### src/sv/kme_pkg.sv
// shared types and constants for the morse keying encoder
`default_nettype none

package kme_pkg;

    localparam int CHAR_W      = 8;
    localparam int GAP_W       = 3;
    localparam int LEN_W       = 3;
    localparam int PAT_W       = 6;
    localparam int APB_DW      = 32;
    localparam int APB_AW      = 3;
    localparam int QUEUE_DEPTH = 2;

    localparam logic [GAP_W-1:0] LETTER_GAP_RST = 3'd3;
    localparam logic [GAP_W-1:0] WORD_GAP_RST   = 3'd4;

    typedef enum logic [1:0] {
        K_CHAR  = 2'd0,
        K_SPACE = 2'd1,
        K_UNSUP = 2'd2
    } t_kind;

    // element pattern is left aligned, first element in the top bit, 1 = dash
    typedef struct packed {
        t_kind            kind;
        logic [LEN_W-1:0] len;
        logic [PAT_W-1:0] pat;
    } t_desc;

endpackage

`default_nettype wire

### src/sv/kme_front.sv
// front end: case folding and table lookup of one character per transfer
`default_nettype none

module kme_front
    import kme_pkg::*;
(
    input  wire logic [CHAR_W-1:0] i_char_code,
    input  wire logic              i_valid,
    output logic                   o_push,
    output t_desc                  o_desc
);

    function automatic t_desc classify(input logic [CHAR_W-1:0] code);
        t_desc            d;
        logic [CHAR_W-1:0] c;
        c = code;
        if (code >= "a" && code <= "z") begin
            c = code - 8'd32;
        end
        d.kind = K_CHAR;
        d.len  = 3'd0;
        d.pat  = 6'b000000;
        unique case (c)
            "A": begin d.len = 3'd2; d.pat = 6'b010000; end
            "B": begin d.len = 3'd4; d.pat = 6'b100000; end
            "C": begin d.len = 3'd4; d.pat = 6'b101000; end
            "D": begin d.len = 3'd3; d.pat = 6'b100000; end
            "E": begin d.len = 3'd1; d.pat = 6'b000000; end
            "F": begin d.len = 3'd4; d.pat = 6'b001000; end
            "G": begin d.len = 3'd3; d.pat = 6'b110000; end
            "H": begin d.len = 3'd4; d.pat = 6'b000000; end
            "I": begin d.len = 3'd2; d.pat = 6'b000000; end
            "J": begin d.len = 3'd4; d.pat = 6'b011100; end
            "K": begin d.len = 3'd3; d.pat = 6'b101000; end
            "L": begin d.len = 3'd4; d.pat = 6'b010000; end
            "M": begin d.len = 3'd2; d.pat = 6'b110000; end
            "N": begin d.len = 3'd2; d.pat = 6'b100000; end
            "O": begin d.len = 3'd3; d.pat = 6'b111000; end
            "P": begin d.len = 3'd4; d.pat = 6'b011000; end
            "Q": begin d.len = 3'd4; d.pat = 6'b110100; end
            "R": begin d.len = 3'd3; d.pat = 6'b010000; end
            "S": begin d.len = 3'd3; d.pat = 6'b000000; end
            "T": begin d.len = 3'd1; d.pat = 6'b100000; end
            "U": begin d.len = 3'd3; d.pat = 6'b001000; end
            "V": begin d.len = 3'd4; d.pat = 6'b000100; end
            "W": begin d.len = 3'd3; d.pat = 6'b011000; end
            "X": begin d.len = 3'd4; d.pat = 6'b100100; end
            "Y": begin d.len = 3'd4; d.pat = 6'b101100; end
            "Z": begin d.len = 3'd4; d.pat = 6'b110000; end
            "0": begin d.len = 3'd5; d.pat = 6'b111110; end
            "1": begin d.len = 3'd5; d.pat = 6'b011110; end
            "2": begin d.len = 3'd5; d.pat = 6'b001110; end
            "3": begin d.len = 3'd5; d.pat = 6'b000110; end
            "4": begin d.len = 3'd5; d.pat = 6'b000010; end
            "5": begin d.len = 3'd5; d.pat = 6'b000000; end
            "6": begin d.len = 3'd5; d.pat = 6'b100000; end
            "7": begin d.len = 3'd5; d.pat = 6'b110000; end
            "8": begin d.len = 3'd5; d.pat = 6'b111000; end
            "9": begin d.len = 3'd5; d.pat = 6'b111100; end
            ".": begin d.len = 3'd6; d.pat = 6'b010101; end
            ",": begin d.len = 3'd6; d.pat = 6'b110011; end
            "?": begin d.len = 3'd6; d.pat = 6'b001100; end
            "'": begin d.len = 3'd6; d.pat = 6'b011110; end
            "!": begin d.len = 3'd6; d.pat = 6'b101011; end
            "/": begin d.len = 3'd5; d.pat = 6'b100100; end
            "(": begin d.len = 3'd5; d.pat = 6'b101100; end
            ")": begin d.len = 3'd6; d.pat = 6'b101101; end
            "&": begin d.len = 3'd5; d.pat = 6'b010000; end
            ":": begin d.len = 3'd6; d.pat = 6'b111000; end
            ";": begin d.len = 3'd6; d.pat = 6'b101010; end
            "=": begin d.len = 3'd5; d.pat = 6'b100010; end
            "+": begin d.len = 3'd5; d.pat = 6'b010100; end
            "-": begin d.len = 3'd6; d.pat = 6'b100001; end
            "_": begin d.len = 3'd6; d.pat = 6'b001101; end
            " ": begin d.kind = K_SPACE; end
            default: begin d.kind = K_UNSUP; end
        endcase
        return d;
    endfunction

    assign o_push = i_valid;
    assign o_desc = classify(i_char_code);

endmodule

`default_nettype wire

### src/sv/kme_queue.sv
// short descriptor queue between the front end and the keying sequencer
`default_nettype none

module kme_queue
    import kme_pkg::*;
#(
    parameter int DEPTH = QUEUE_DEPTH
) (
    input  wire logic  i_clk,
    input  wire logic  i_rst_n,
    input  wire logic  i_push,
    input  wire t_desc i_desc,
    output logic       o_full,
    input  wire logic  i_pop,
    output logic       o_valid,
    output t_desc      o_desc
);

    localparam int PW = $clog2(DEPTH);
    localparam int CW = $clog2(DEPTH + 1);

    t_desc          r_mem [DEPTH];
    logic [PW-1:0]  r_wptr, n_wptr;
    logic [PW-1:0]  r_rptr, n_rptr;
    logic [CW-1:0]  r_count, n_count;
    logic           wr_en;
    logic           rd_en;

    assign o_full  = (r_count == CW'(DEPTH));
    assign o_valid = (r_count != '0);
    assign o_desc  = r_mem[r_rptr];
    assign wr_en   = i_push && !o_full;
    assign rd_en   = i_pop && o_valid;

    always_comb begin
        n_wptr  = r_wptr;
        n_rptr  = r_rptr;
        n_count = r_count;
        if (wr_en) begin
            n_wptr = (r_wptr == PW'(DEPTH - 1)) ? '0 : r_wptr + PW'(1);
        end
        if (rd_en) begin
            n_rptr = (r_rptr == PW'(DEPTH - 1)) ? '0 : r_rptr + PW'(1);
        end
        if (wr_en && !rd_en) begin
            n_count = r_count + CW'(1);
        end else if (rd_en && !wr_en) begin
            n_count = r_count - CW'(1);
        end
    end

    always_ff @(posedge i_clk) begin
        if (!i_rst_n) begin
            r_wptr  <= '0;
            r_rptr  <= '0;
            r_count <= '0;
        end else begin
            r_wptr  <= n_wptr;
            r_rptr  <= n_rptr;
            r_count <= n_count;
        end
    end

    always_ff @(posedge i_clk) begin
        if (wr_en) begin
            r_mem[r_wptr] <= i_desc;
        end
    end

endmodule

`default_nettype wire

### src/sv/kme_back.sv
// keying sequencer: one unit per cycle into an output register while the output is not stalled
`default_nettype none

module kme_back
    import kme_pkg::*;
(
    input  wire logic             i_clk,
    input  wire logic             i_rst_n,
    input  wire logic [GAP_W-1:0] i_letter_gap,
    input  wire logic [GAP_W-1:0] i_word_gap,
    input  wire logic             i_q_valid,
    input  wire t_desc            i_q_desc,
    output logic                  o_pop,
    output logic                  o_valid,
    input  wire logic             i_stall,
    output logic                  o_key_on,
    output logic                  o_last_unit,
    output logic                  o_unsupported
);

    typedef enum logic [4:0] {
        S_IDLE = 5'b00001,
        S_ON   = 5'b00010,
        S_SEP  = 5'b00100,
        S_GAP  = 5'b01000,
        S_UNS  = 5'b10000
    } t_state;

    t_state           r_state, n_state, cur_state;
    logic [GAP_W-1:0] r_cnt, n_cnt, cur_cnt;
    logic [LEN_W-1:0] r_left, n_left, cur_left;
    logic [PAT_W-1:0] r_pat, n_pat, cur_pat;
    logic             r_valid;
    logic             r_key_on, r_last_unit, r_unsupported;
    logic             adv;
    logic             emit;
    logic [GAP_W-1:0] lgap, wgap;

    assign lgap = (i_letter_gap == '0) ? GAP_W'(1) : i_letter_gap;
    assign wgap = (i_word_gap == '0) ? GAP_W'(1) : i_word_gap;
    assign adv  = !r_valid || !i_stall;

    // current unit comes from the running character or straight from the queue head
    always_comb begin
        cur_state = r_state;
        cur_cnt   = r_cnt;
        cur_left  = r_left;
        cur_pat   = r_pat;
        o_pop     = 1'b0;
        if (r_state == S_IDLE && i_q_valid) begin
            o_pop    = adv;
            cur_left = i_q_desc.len;
            cur_pat  = i_q_desc.pat;
            unique case (i_q_desc.kind)
                K_CHAR: begin
                    cur_state = S_ON;
                    cur_cnt   = i_q_desc.pat[PAT_W-1] ? GAP_W'(3) : GAP_W'(1);
                end
                K_SPACE: begin
                    cur_state = S_GAP;
                    cur_cnt   = wgap;
                end
                default: begin
                    cur_state = S_UNS;
                    cur_cnt   = GAP_W'(1);
                end
            endcase
        end
    end

    assign emit = (cur_state != S_IDLE);

    always_comb begin
        n_state = cur_state;
        n_cnt   = cur_cnt - GAP_W'(1);
        n_left  = cur_left;
        n_pat   = cur_pat;
        if (cur_cnt <= GAP_W'(1)) begin
            unique case (cur_state)
                S_ON: begin
                    if (cur_left <= LEN_W'(1)) begin
                        n_state = S_GAP;
                        n_cnt   = lgap;
                    end else begin
                        n_state = S_SEP;
                        n_cnt   = GAP_W'(1);
                    end
                end
                S_SEP: begin
                    n_state = S_ON;
                    n_pat   = cur_pat << 1;
                    n_left  = cur_left - LEN_W'(1);
                    n_cnt   = cur_pat[PAT_W-2] ? GAP_W'(3) : GAP_W'(1);
                end
                S_GAP, S_UNS: begin
                    n_state = S_IDLE;
                end
                default: begin
                    n_state = S_IDLE;
                    n_cnt   = '0;
                end
            endcase
        end
    end

    always_ff @(posedge i_clk) begin
        if (!i_rst_n) begin
            r_state <= S_IDLE;
            r_valid <= 1'b0;
        end else if (adv) begin
            r_state <= n_state;
            r_valid <= emit;
        end
    end

    always_ff @(posedge i_clk) begin
        if (adv) begin
            r_cnt         <= n_cnt;
            r_left        <= n_left;
            r_pat         <= n_pat;
            r_key_on      <= (cur_state == S_ON);
            r_last_unit   <= (cur_state == S_UNS)
                             || (cur_state == S_GAP && cur_cnt == GAP_W'(1));
            r_unsupported <= (cur_state == S_UNS);
        end
    end

    assign o_valid       = r_valid;
    assign o_key_on      = r_key_on;
    assign o_last_unit   = r_last_unit;
    assign o_unsupported = r_unsupported;

endmodule

`default_nettype wire

### src/sv/morse_keying_encoder.sv
// top level of the morse keying encoder with its register port
`default_nettype none

// Takes one ASCII character per input transfer and gives its Morse keying as
// one output transfer per time unit (key on or off), with the last unit of each
// character marked. A letter gives its element units plus letter_gap_units off
// units, a space gives word_gap_units off units, any other code gives one
// flagged unit; a gap register of zero acts as one. The keying sequencer gives
// one unit per cycle while the output is not stalled, and the input side takes
// a new character while the descriptor queue (QUEUE_DEPTH entries) has room, so
// input and output stall independently.
// Registers: letter gap at byte address 0, word gap at byte address 4.
module morse_keying_encoder
    import kme_pkg::*;
#(
    parameter int QDEPTH = QUEUE_DEPTH
) (
    input  wire logic              i_clk,
    input  wire logic              i_rst_n,
    input  wire logic              i_valid,
    output logic                   o_stall,
    input  wire logic [CHAR_W-1:0] i_char_code,
    output logic                   o_valid,
    input  wire logic              i_stall,
    output logic                   o_key_on,
    output logic                   o_last_unit,
    output logic                   o_unsupported,
    input  wire logic              psel,
    input  wire logic              penable,
    input  wire logic              pwrite,
    input  wire logic [APB_AW-1:0] paddr,
    input  wire logic [APB_DW-1:0] pwdata,
    output logic [APB_DW-1:0]      prdata,
    output logic                   pready
);

    localparam logic REG_LETTER_GAP = 1'b0;
    localparam logic REG_WORD_GAP   = 1'b1;

    logic [GAP_W-1:0] r_letter_gap;
    logic [GAP_W-1:0] r_word_gap;
    logic             cfg_wr;
    logic             push;
    t_desc            front_desc;
    logic             q_full;
    logic             q_valid;
    logic             q_pop;
    t_desc            q_desc;

    assign pready = 1'b1;
    assign cfg_wr = psel && penable && pwrite && pready;

    always_ff @(posedge i_clk) begin
        if (!i_rst_n) begin
            r_letter_gap <= LETTER_GAP_RST;
            r_word_gap   <= WORD_GAP_RST;
        end else if (cfg_wr) begin
            unique case (paddr[2])
                REG_LETTER_GAP: r_letter_gap <= pwdata[GAP_W-1:0];
                REG_WORD_GAP:   r_word_gap   <= pwdata[GAP_W-1:0];
                default:        r_word_gap   <= r_word_gap;
            endcase
        end
    end

    always_comb begin
        unique case (paddr[2])
            REG_LETTER_GAP: prdata = APB_DW'(r_letter_gap);
            REG_WORD_GAP:   prdata = APB_DW'(r_word_gap);
            default:        prdata = '0;
        endcase
    end

    assign o_stall = q_full;

    kme_front u_front (
        .i_char_code (i_char_code),
        .i_valid     (i_valid),
        .o_push      (push),
        .o_desc      (front_desc)
    );

    kme_queue #(
        .DEPTH (QDEPTH)
    ) u_queue (
        .i_clk   (i_clk),
        .i_rst_n (i_rst_n),
        .i_push  (push),
        .i_desc  (front_desc),
        .o_full  (q_full),
        .i_pop   (q_pop),
        .o_valid (q_valid),
        .o_desc  (q_desc)
    );

    kme_back u_back (
        .i_clk         (i_clk),
        .i_rst_n       (i_rst_n),
        .i_letter_gap  (r_letter_gap),
        .i_word_gap    (r_word_gap),
        .i_q_valid     (q_valid),
        .i_q_desc      (q_desc),
        .o_pop         (q_pop),
        .o_valid       (o_valid),
        .i_stall       (i_stall),
        .o_key_on      (o_key_on),
        .o_last_unit   (o_last_unit),
        .o_unsupported (o_unsupported)
    );

endmodule

`default_nettype wire
### config.mk
export PLATFORM = sky130hd
export DESIGN_NAME = morse_keying_encoder
export DESIGN_NICKNAME = d
export VERILOG_FILES = /design/src/sv/kme_pkg.sv /design/src/sv/kme_front.sv /design/src/sv/kme_queue.sv /design/src/sv/kme_back.sv /design/src/sv/morse_keying_encoder.sv
export SDC_FILE = /design/constraint.sdc
export NUM_CORES = 1
export LEC_CHECK = 0
export ABC_AREA = 1
export BUFFER_PORTS_ARGS = -buffer_cell sky130_fd_sc_hd__buf_4
export CAP_MARGIN = 20
export CORE_MARGIN = 2
export CORE_UTILIZATION = 40
export DETAILED_ROUTE_END_ITERATION = 10
export SLEW_MARGIN = 20
export SYNTH_ARGS = -nofsm -noshare
export SYNTH_HDL_FRONTEND = slang
export SYNTH_SLANG_ARGS = --single-unit
export TNS_END_PERCENT = 1
### constraint.sdc
create_clock -name i_clk -period 4.25 [get_ports i_clk]
set_input_delay 0.2125 -clock i_clk [delete_from_list [all_inputs] [get_ports i_clk]]
set_output_delay 0.2125 -clock i_clk [all_outputs]
set_load 0.01 [all_outputs]
==> key figures, run 1 <==
Drt
  – Vias/cell: ~5
  – WL final: ~9400 microns
  – Routed WL per cell: 13.4 microns
  – Initial DRC count: a little over 200
  – # DRC: 0
  – Drt first pass iters: 5
  – Vias: between 3,000 and 4,000
  – Routed Antenna Nets: 0

Global routing
  – Grt met3 use: 0.0269
  – First-pass GRT wire length: 15,300 microns
  – Met2 Use GR: 0.281
  – Total GRT Usage: 0.182
  – Most Used Layer, Global Route: met2
  – Congestion Overflow GR: 0
  – Largest net degree at the start of global routing: 20
  – Met1 Use GR: 0.260
  – Initial antenna violation count: 0
  – Vias in the first global route: 3,154

Cells and area
  – Ant diodes: 0
  – Area growth, synth to finish: 6.62%
  – Filler instances: around 1,000
  – Share of cells above drive strength 1: 0.149
  – Final nets: between 600 and 700

Synthesis
  – Seq/Total Area, Yosys: 0.360
  – Gate count of the mapped netlist: 542
  – Yosys cell types: 41
  – Mean post-synth cell area: roughly 7.3 sq um
  – Mapped Area: between 3000 and 4000 sq um
  – #FFs+latches synth: 53
  – Synth Warn #: 0

STA
  – Slew Limit Fails: 0
  – F_max: ~0.37 GHz
  – Fin. Hold Viols: 0
  – Min Hold Slack: between 0.1 and 0.15 ns
  – Min cycle time layout: 2.71 ns
  – Setup TNS: 0 ns
  – Period utilization: 0.637
  – RSZ-0062 raised after global routing: false
  – Setup Skew: ~0.015 ns
  – Final setup violation count: 0
  – Worst slew pin tran: between 0.9 and 1 ns
  – Rel. slew slack: 0.367

Floorplanning
  – Die height: around 100 microns
  – Initial core utilization: 0.408
  – Core ar.: slightly below 10,000 sq um
  – Die area: roughly 11,000 sq um
  – # rows: 36
  – Ports: 88
  – Die width: 103 microns

Clock network
  – CTS tree: done
  – CTS resizes: 0
  – Clk pin slew, worst setup/hold paths: roughly 0.11 ns
  – Maximum clock path buffer count: 2
  – CTS Buf Count: 5
  – CTS hold repair buffers: 0
  – Setup Fix Bufs, Post-CTS: 0
  – CTS H-tree lvls: 2
  – CTS root buf: clkbuf_8
  – Clk sinks: 53
  – Worst skew pair latency: between 0.3 and 0.4 ns

Setup path
  – Critical Path, Cell by Cell: inv_2, nand2_1, o21ai_2, nor2_2, nand2_4, inv_2, nand2_1, o21ai_2, inv_1, ha_1, nand2_1, nand2_2, nand2_1, inv_1, o21ai_1, nand3_1
  – Startpoint types: register
  – Cell occurring most often along the worst timing path: nand2_1
  – Worst EP arrival: around 2.9 ns
  – CP Max Fanout: 14
  – Crit path max-delay family: simple AND/OR/NAND/NOR gates
  – Critical path buffers and inverters: 4
  – Max incr delay on CP: 0.66 ns
  – CP required: 4.45 ns
  – Setup CP Type: reg2reg
  – Setup crit end kind: register
  – Worst path slowest cell: dfxtp_1

Placement
  – Dpl hpwl: 7480 microns
  – PortBufs: 26
  – Final RePlAce weighted congestion: approximately 0.93

Job
  – Max-cap violations: 0

Power
  – Leak: ~2.1 nW
  – Switching Fraction: 0.448
  – Internal Power: 1.22 mW
  – P_sw: 0.995 mW
  – Worst VDD drop: between 0.2 and 0.3 mV
  – Sequential share of power: 0.366
  – Logic gate share of total power: 0.497
  – Total power after layout: roughly 2.2 mW
  – Clock share of power: 0.137
  – Power per cell area: around 530 nW/um^2

Min path
  – Min-Delay Path Class: in2reg

Status
  – Status: finished clean
-- cells in the mapped netlist --
master    instances  share of area
nand2_1         122           0.12
o31ai_1           4         0.0076
clkinv_1          1        0.00095
o21ai_2           5          0.011
inv_1            49          0.047
nor2_2            4         0.0063
nand2_2           7          0.011
a21oi_1          15          0.019
nor3_1            8          0.010
buf_4            32          0.061
clkinv_4          1         0.0022
nand3b_1          2         0.0038
o21a_1            1         0.0019
o211ai_1          5         0.0095
dfxtp_1          17          0.086
o31a_1            1         0.0022
buf_2             1         0.0013
nand3_2           4          0.010
nor2_1           71          0.067
nand2_4           6          0.017
inv_2            14          0.013
o21ai_0          33          0.042
mux2i_1           5          0.013
conb_1            2         0.0019
buf_6             5          0.014
nand4_2           1         0.0032
o2111a_1          1         0.0028
nor4_4            1         0.0054
nor2_4            2         0.0057
ha_1              6          0.019
xnor2_1           2         0.0044
nand3_1          34          0.043
o21ai_1          18          0.023
xor2_1            3         0.0067
a21oi_2           2         0.0044
o22ai_1           1         0.0016
edfxtp_1         36           0.27
a31oi_1           1         0.0016
clkbuf_1          3         0.0028
nand4_1          15          0.024
nor3_4            1         0.0041
-- power by group through the flow --
stage | clock (mW) | combinational (mW) | sequential, mW
finish | 0.305 | 1.10 | 0.812
global route | 0.331 | 1.26 | 0.829
CTS | 0.313 | 1.10 | 0.814
detailed placement | 0 | 1.10 | 0.825
global placement | 0 | 1.07 | 0.822
floorplan | 0 | 0.913 | 0.805
-- per-stage QoR --
stage	cells	setup slack [ns]	cell area (sq um)	utilization
5_1_grt	697	1.27	4210	0.435
6_report	697	1.54	4210	0.435
2_1_floorplan	570	2.27	4060	-
3_3_place_gp	689	1.61	4110	0.425
3_5_place_dp	689	1.57	4110	0.425
4_1_cts	697	1.55	4210	0.435
-- tightest hold or removal path, stage by stage --
cell     delay (ns)
buf_4          0.09
a21oi_1        0.05
o21ai_0        0.06
-- logic make-up (layout without fill, tap and decap cells) --
logic type / count (synthesis) / count (layout) / synth area share
other cells: 2 / 30 / 0.00190
xor+xnor: 5 / 5 / 0.0111
simple gates: 278 / 278 / 0.327
buf+inv: 106 / 100 / 0.142
mux: 5 / 5 / 0.0127
fa+ha+maj: 6 / 6 / 0.0190
compound gates: 87 / 87 / 0.126
flops: 53 / 53 / 0.360
-- sequential cells by signal, indices dropped and copies added, names as in the netlist, named ones only --
signal,count
u_back.o_last_unit,1
u_back.r_state,5
u_back.o_valid,1
u_queue.r_mem,22
r_word_gap,3
u_back.o_unsupported,1
u_back.r_cnt,3
u_queue.r_count,2
u_queue.r_rptr,1
u_queue.r_wptr,1
u_back.r_pat,5
u_back.o_key_on,1
r_letter_gap,3
u_back.r_left,3
-- area by class of cell --
cell class | instances | area (sq um) | area share
Multi-Input combinational cell | 411 | 2080 | 0.493
Tap cell | 133 | 166 | 0.0395
Sequential cell | 53 | 1420 | 0.337
Clock inverter | 3 | 28.8 | 0.00683
Inverter | 65 | 249 | 0.0591
Timing Repair Buffer | 27 | 203 | 0.0481
Clock buffer | 5 | 68.8 | 0.0163
-- path summary, 6_finish.rpt --
kind / startpoint / slack [ns] / depth (start not counted) / to
hold / removal: pwdata[2] / 0.13 / 3 / r_word_gap[2]
hold reg to reg: r_word_gap[1] / 0.50 / 2 / r_word_gap[1]
setup / recovery: register / 1.54 / 16 / u_back.r_state[0]
setup reg to reg: register / 1.54 / 16 / u_back.r_state[0]
-- placed cells by master, fill, tap and decap left out, types with 2 or more instances in the layout --
cell      netlist  final
nor2_1         71     70
nor2_2          4      5
a21oi_2         2      2
nand3_2         4      4
conb_1          2     30
ha_1            6      6
nor3_1          8      8
clkbuf_8        0      5
nand4_1        15     15
clkinv_4        1      2
dfxtp_1        17     17
o21ai_0        33     33
buf_4          32     27
nand2_1       122    122
nor2_4          2      2
nand3b_1        2      2
o211ai_1        5      5
inv_2          14     14
xnor2_1         2      2
edfxtp_1       36     36
xor2_1          3      3
mux2i_1         5      5
nand2_4         6      6
nand2_2         7      7
o21ai_2         5      5
nand3_1        34     34
inv_1          49     49
o31ai_1         4      4
o21ai_1        18     18
a21oi_1        15     15
-- per-layer routing --
metal,vias to the layer above,share of wire
met5,-,0
met2,126,0.44
met1,1546,0.48
li1,1777,-
met4,0,0.031
met3,28,0.047
Note: power is estimated with default switching activity, not from simulation.
==> inputs of run 2 (changes only) <==
==> constraint.sdc (replaced) <==
create_clock -name i_clk -period 2.6 [get_ports i_clk]
set_input_delay 0.13 -clock i_clk [delete_from_list [all_inputs] [get_ports i_clk]]
set_output_delay 0.13 -clock i_clk [all_outputs]
set_load 0.01 [all_outputs]
==> run 2 against run 1 <==
Die area stayed put. Sequential power is 60% higher. First-iteration DRC count is 11% higher. Count of clock-buffer cells in the layout stayed put. Largest cell class unchanged. Via count is 2.8% higher. Non-clock buffer count is 17 higher. Critical path type unchanged.
==> key figures, run 2 (synthesis gave the netlist of run 1 again) <==
Cells and area
  – Max reg flops: 22 (unchanged)
  – Biggest register: u_queue.r_mem
  – Commonest non-fill, non-tap cell in the layout: nand2_1
  – Area growth, synth to finish: 9.69%
  – Filler instances: 1,001 (+0.50%)
  – Final nets: 636 (+2.7%)
  – Most frequent cells in the layout: 122 x nand2_1, 71 x nor2_1, 49 x inv_1
  – Share of cells above drive strength 1: 0.172 (+0.0232)
  – Post-Route Utilization: 0.448 (+0.0125)
  – Top Registers: u_queue.r_mem x22, u_back.r_pat x5, u_back.r_state x5
  – Multi-input gate area: 2070 sq um (-0.12%)
  – Ant diodes: 0 (unchanged)
  – Storage element area: 1420 sq um (unchanged)

STA
  – Final setup violation count: 0 (unchanged)
  – Worst slew pin tran: 0.714 ns (-0.233 ns)
  – F_max: 0.433 GHz (+17%)
  – Fin. Hold Viols: 0 (unchanged)
  – Min cycle time layout: 2.31 ns (-0.398 ns)
  – Final worst slack: 0.289 ns (-1.25 ns)
  – RSZ-0062 raised after global routing: false
  – Rel. slew slack: 0.522 (+0.156)
  – Setup TNS: 0 ns (unchanged)
  – Slew Limit Fails: 0 (unchanged)
  – Min Hold Slack: 0.0478 ns (-0.0853 ns)
  – Period utilization: 0.889 (+0.251)
  – Setup Skew: 0.0114 ns (-0.00316 ns)

Min path
  – Hold endpoint: r_letter_gap[0]
  – Min-Delay Path Class: in2reg
  – Hold Crit Start: pwdata[0]
  – WHS Path Cells: 3 (unchanged)

Setup path
  – Setup CP Type: reg2reg
  – Max incr delay on CP: 0.37 ns (-0.29 ns)
  – Worst R2R Start: u_queue.r_count[0]
  – Cell occurring most often along the worst timing path: nand2_4
  – Startpoint types: register
  – CP required: 2.67 ns (-1.78 ns)
  – Worst path slowest cell: dfxtp_1
  – Worst EP arrival: 2.38 ns (-0.53 ns)
  – Critical path buffers and inverters: 3 (-1)
  – Worst Setup SP: u_queue.r_count[0]
  – R2R Setup Slk: 0.29 ns (-1.25 ns)
  – Crit path max-delay family: simple AND/OR/NAND/NOR gates
  – CP Max Fanout: 15 (+1)
  – Setup crit end kind: register
  – Reg-to-Reg End: u_back.r_left[0]
  – Critical Path, Cell by Cell: nor2_2, nor2_2, nand2_4, clkinv_4, nand2_4, inv_2, nand2_1, o21ai_2, inv_1, ha_1, nand2_1, nand2_2, nand2_4, xor2_1
  – R2R depth: 14 (-2)

Clock network
  – Maximum clock path buffer count: 2 (unchanged)
  – CTS H-tree lvls: 2 (unchanged)
  – CTS resizes: 0 (unchanged)
  – CTS root buf: clkbuf_8
  – CTS hold repair buffers: 0 (unchanged)
  – Clk pin slew, worst setup/hold paths: 0.10 ns (about the same)
  – Worst skew pair latency: 0.31 ns (about the same)
  – Setup Fix Bufs, Post-CTS: 0 (unchanged)
  – Clk sinks: 53 (unchanged)
  – CTS Buf Count: 5 (unchanged)
  – CTS tree: done

Floorplanning
  – # rows: 36 (unchanged)
  – Ports: 88 (unchanged)
  – Die height: 103 microns (unchanged)
  – Initial core utilization: 0.408 (unchanged)
  – Die area: 10,700 sq um (unchanged)
  – Die width: 103 microns (unchanged)
  – Core ar.: 9680 sq um (unchanged)

Placement
  – Dpl ws: 0.327 ns (-1.25 ns)
  – Final RePlAce weighted congestion: 0.950 (+1.8%)
  – PortBufs: 26 (unchanged)
  – Dpl hpwl: 7670 microns (+2.6%)

Power
  – Power per cell area: 876 nW/um^2 (+66%)
  – Sequential share of power: 0.343 (-0.023)
  – Worst VDD drop: 0.416 mV (+64%)
  – Total power after layout: 3.80 mW (+71%)
  – Internal Power: 2.15 mW (+76%)
  – P_sw: 1.65 mW (+65%)
  – Logic gate share of total power: 0.530 (+0.033)
  – Clock share of power: 0.127 (-0.010)
  – Switching Fraction: 0.434 (-0.0147)
  – Leak: 2.19 nW (+3.7%)

Job
  – Max-cap violations: 0 (unchanged)

Drt
  – Routed Antenna Nets: 0 (unchanged)
  – Vias/cell: 5.01 (+0.40%)
  – Routed WL per cell: 13.6 microns (+1.4%)
  – # DRC: 0 (unchanged)
  – Vias: 3,576 (+2.8%)
  – Drt first pass iters: 5 (unchanged)
  – WL final: 9710 microns (+3.8%)
  – Initial DRC count: 228 (+11%)

Global routing
  – Congestion Overflow GR: 0 (unchanged)
  – First-pass GRT wire length: 15,500 microns (+1.3%)
  – Initial antenna violation count: 0 (unchanged)
  – Largest net degree at the start of global routing: 19 (-5.0%)
  – Total GRT Usage: 0.186 (+0.00398)
  – Vias in the first global route: 3,182 (+0.89%)

Status
  – Status: finished clean
==> run 2: cell count changes in the layout (fill, tap and decap cells not counted) <==
cell and delta:
clkinvlp_4 +1, buf_4 +17, inv_8 -1, nor2_1 +1, nor2_2 -1
==> run 2: worst max path at each step <==
stage	to	cells after the start
after detailed placement	u_back.r_left[0]	14
final	u_back.r_left[0]	14
after global placement	u_back.r_left[0]	14
after global routing	u_back.r_left[0]	14
after CTS	u_back.r_left[0]	14
after floorplan	u_back.r_left[2]	13
==> run 2: through the flow <==
stage,cell area [sq um],std cells
6_report,4330,714
5_1_grt,4330,714
4_1_cts,4330,714
3_5_place_dp,4240,706
3_3_place_gp,4240,706
2_1_floorplan,4060,570
==> run 2: final cells by class <==
class                      count  share of cell area
multi-input combinational    411               0.478
sequential                    53               0.328
timing repair buffer          44              0.0762
inverter                      65              0.0574
tap                          133              0.0384
clock buffer                   5              0.0159
clock inverter                 3             0.00577
==> run 2: power groups by stage <==
stage	Sequential [mW]	Clock (mW)	Combinational (mW)
floorplan	1.32	0	1.49
global placement	1.32	0	1.97
detailed placement	1.32	0	2.01
CTS	1.30	0.501	2.02
global route	1.33	0.530	2.29
finish	1.30	0.481	2.01
==> run 2: tightest hold or removal path: cells and delay by family <==
kind / cells / cell delay (ns)
AO/OA/AOI/OAI: 2 / 0.11
buffers and inverters: 1 / 0.08
==> run 2: routing by layer <==
| metal | part of all wire | track usage |
|---|---|---|
| met1 | 0.49 | 0.269 |
| met2 | 0.44 | 0.297 |
| met3 | 0.055 | 0.0269 |
| met4 | 0.014 | 0.0395 |
| met5 | 0 | 0 |
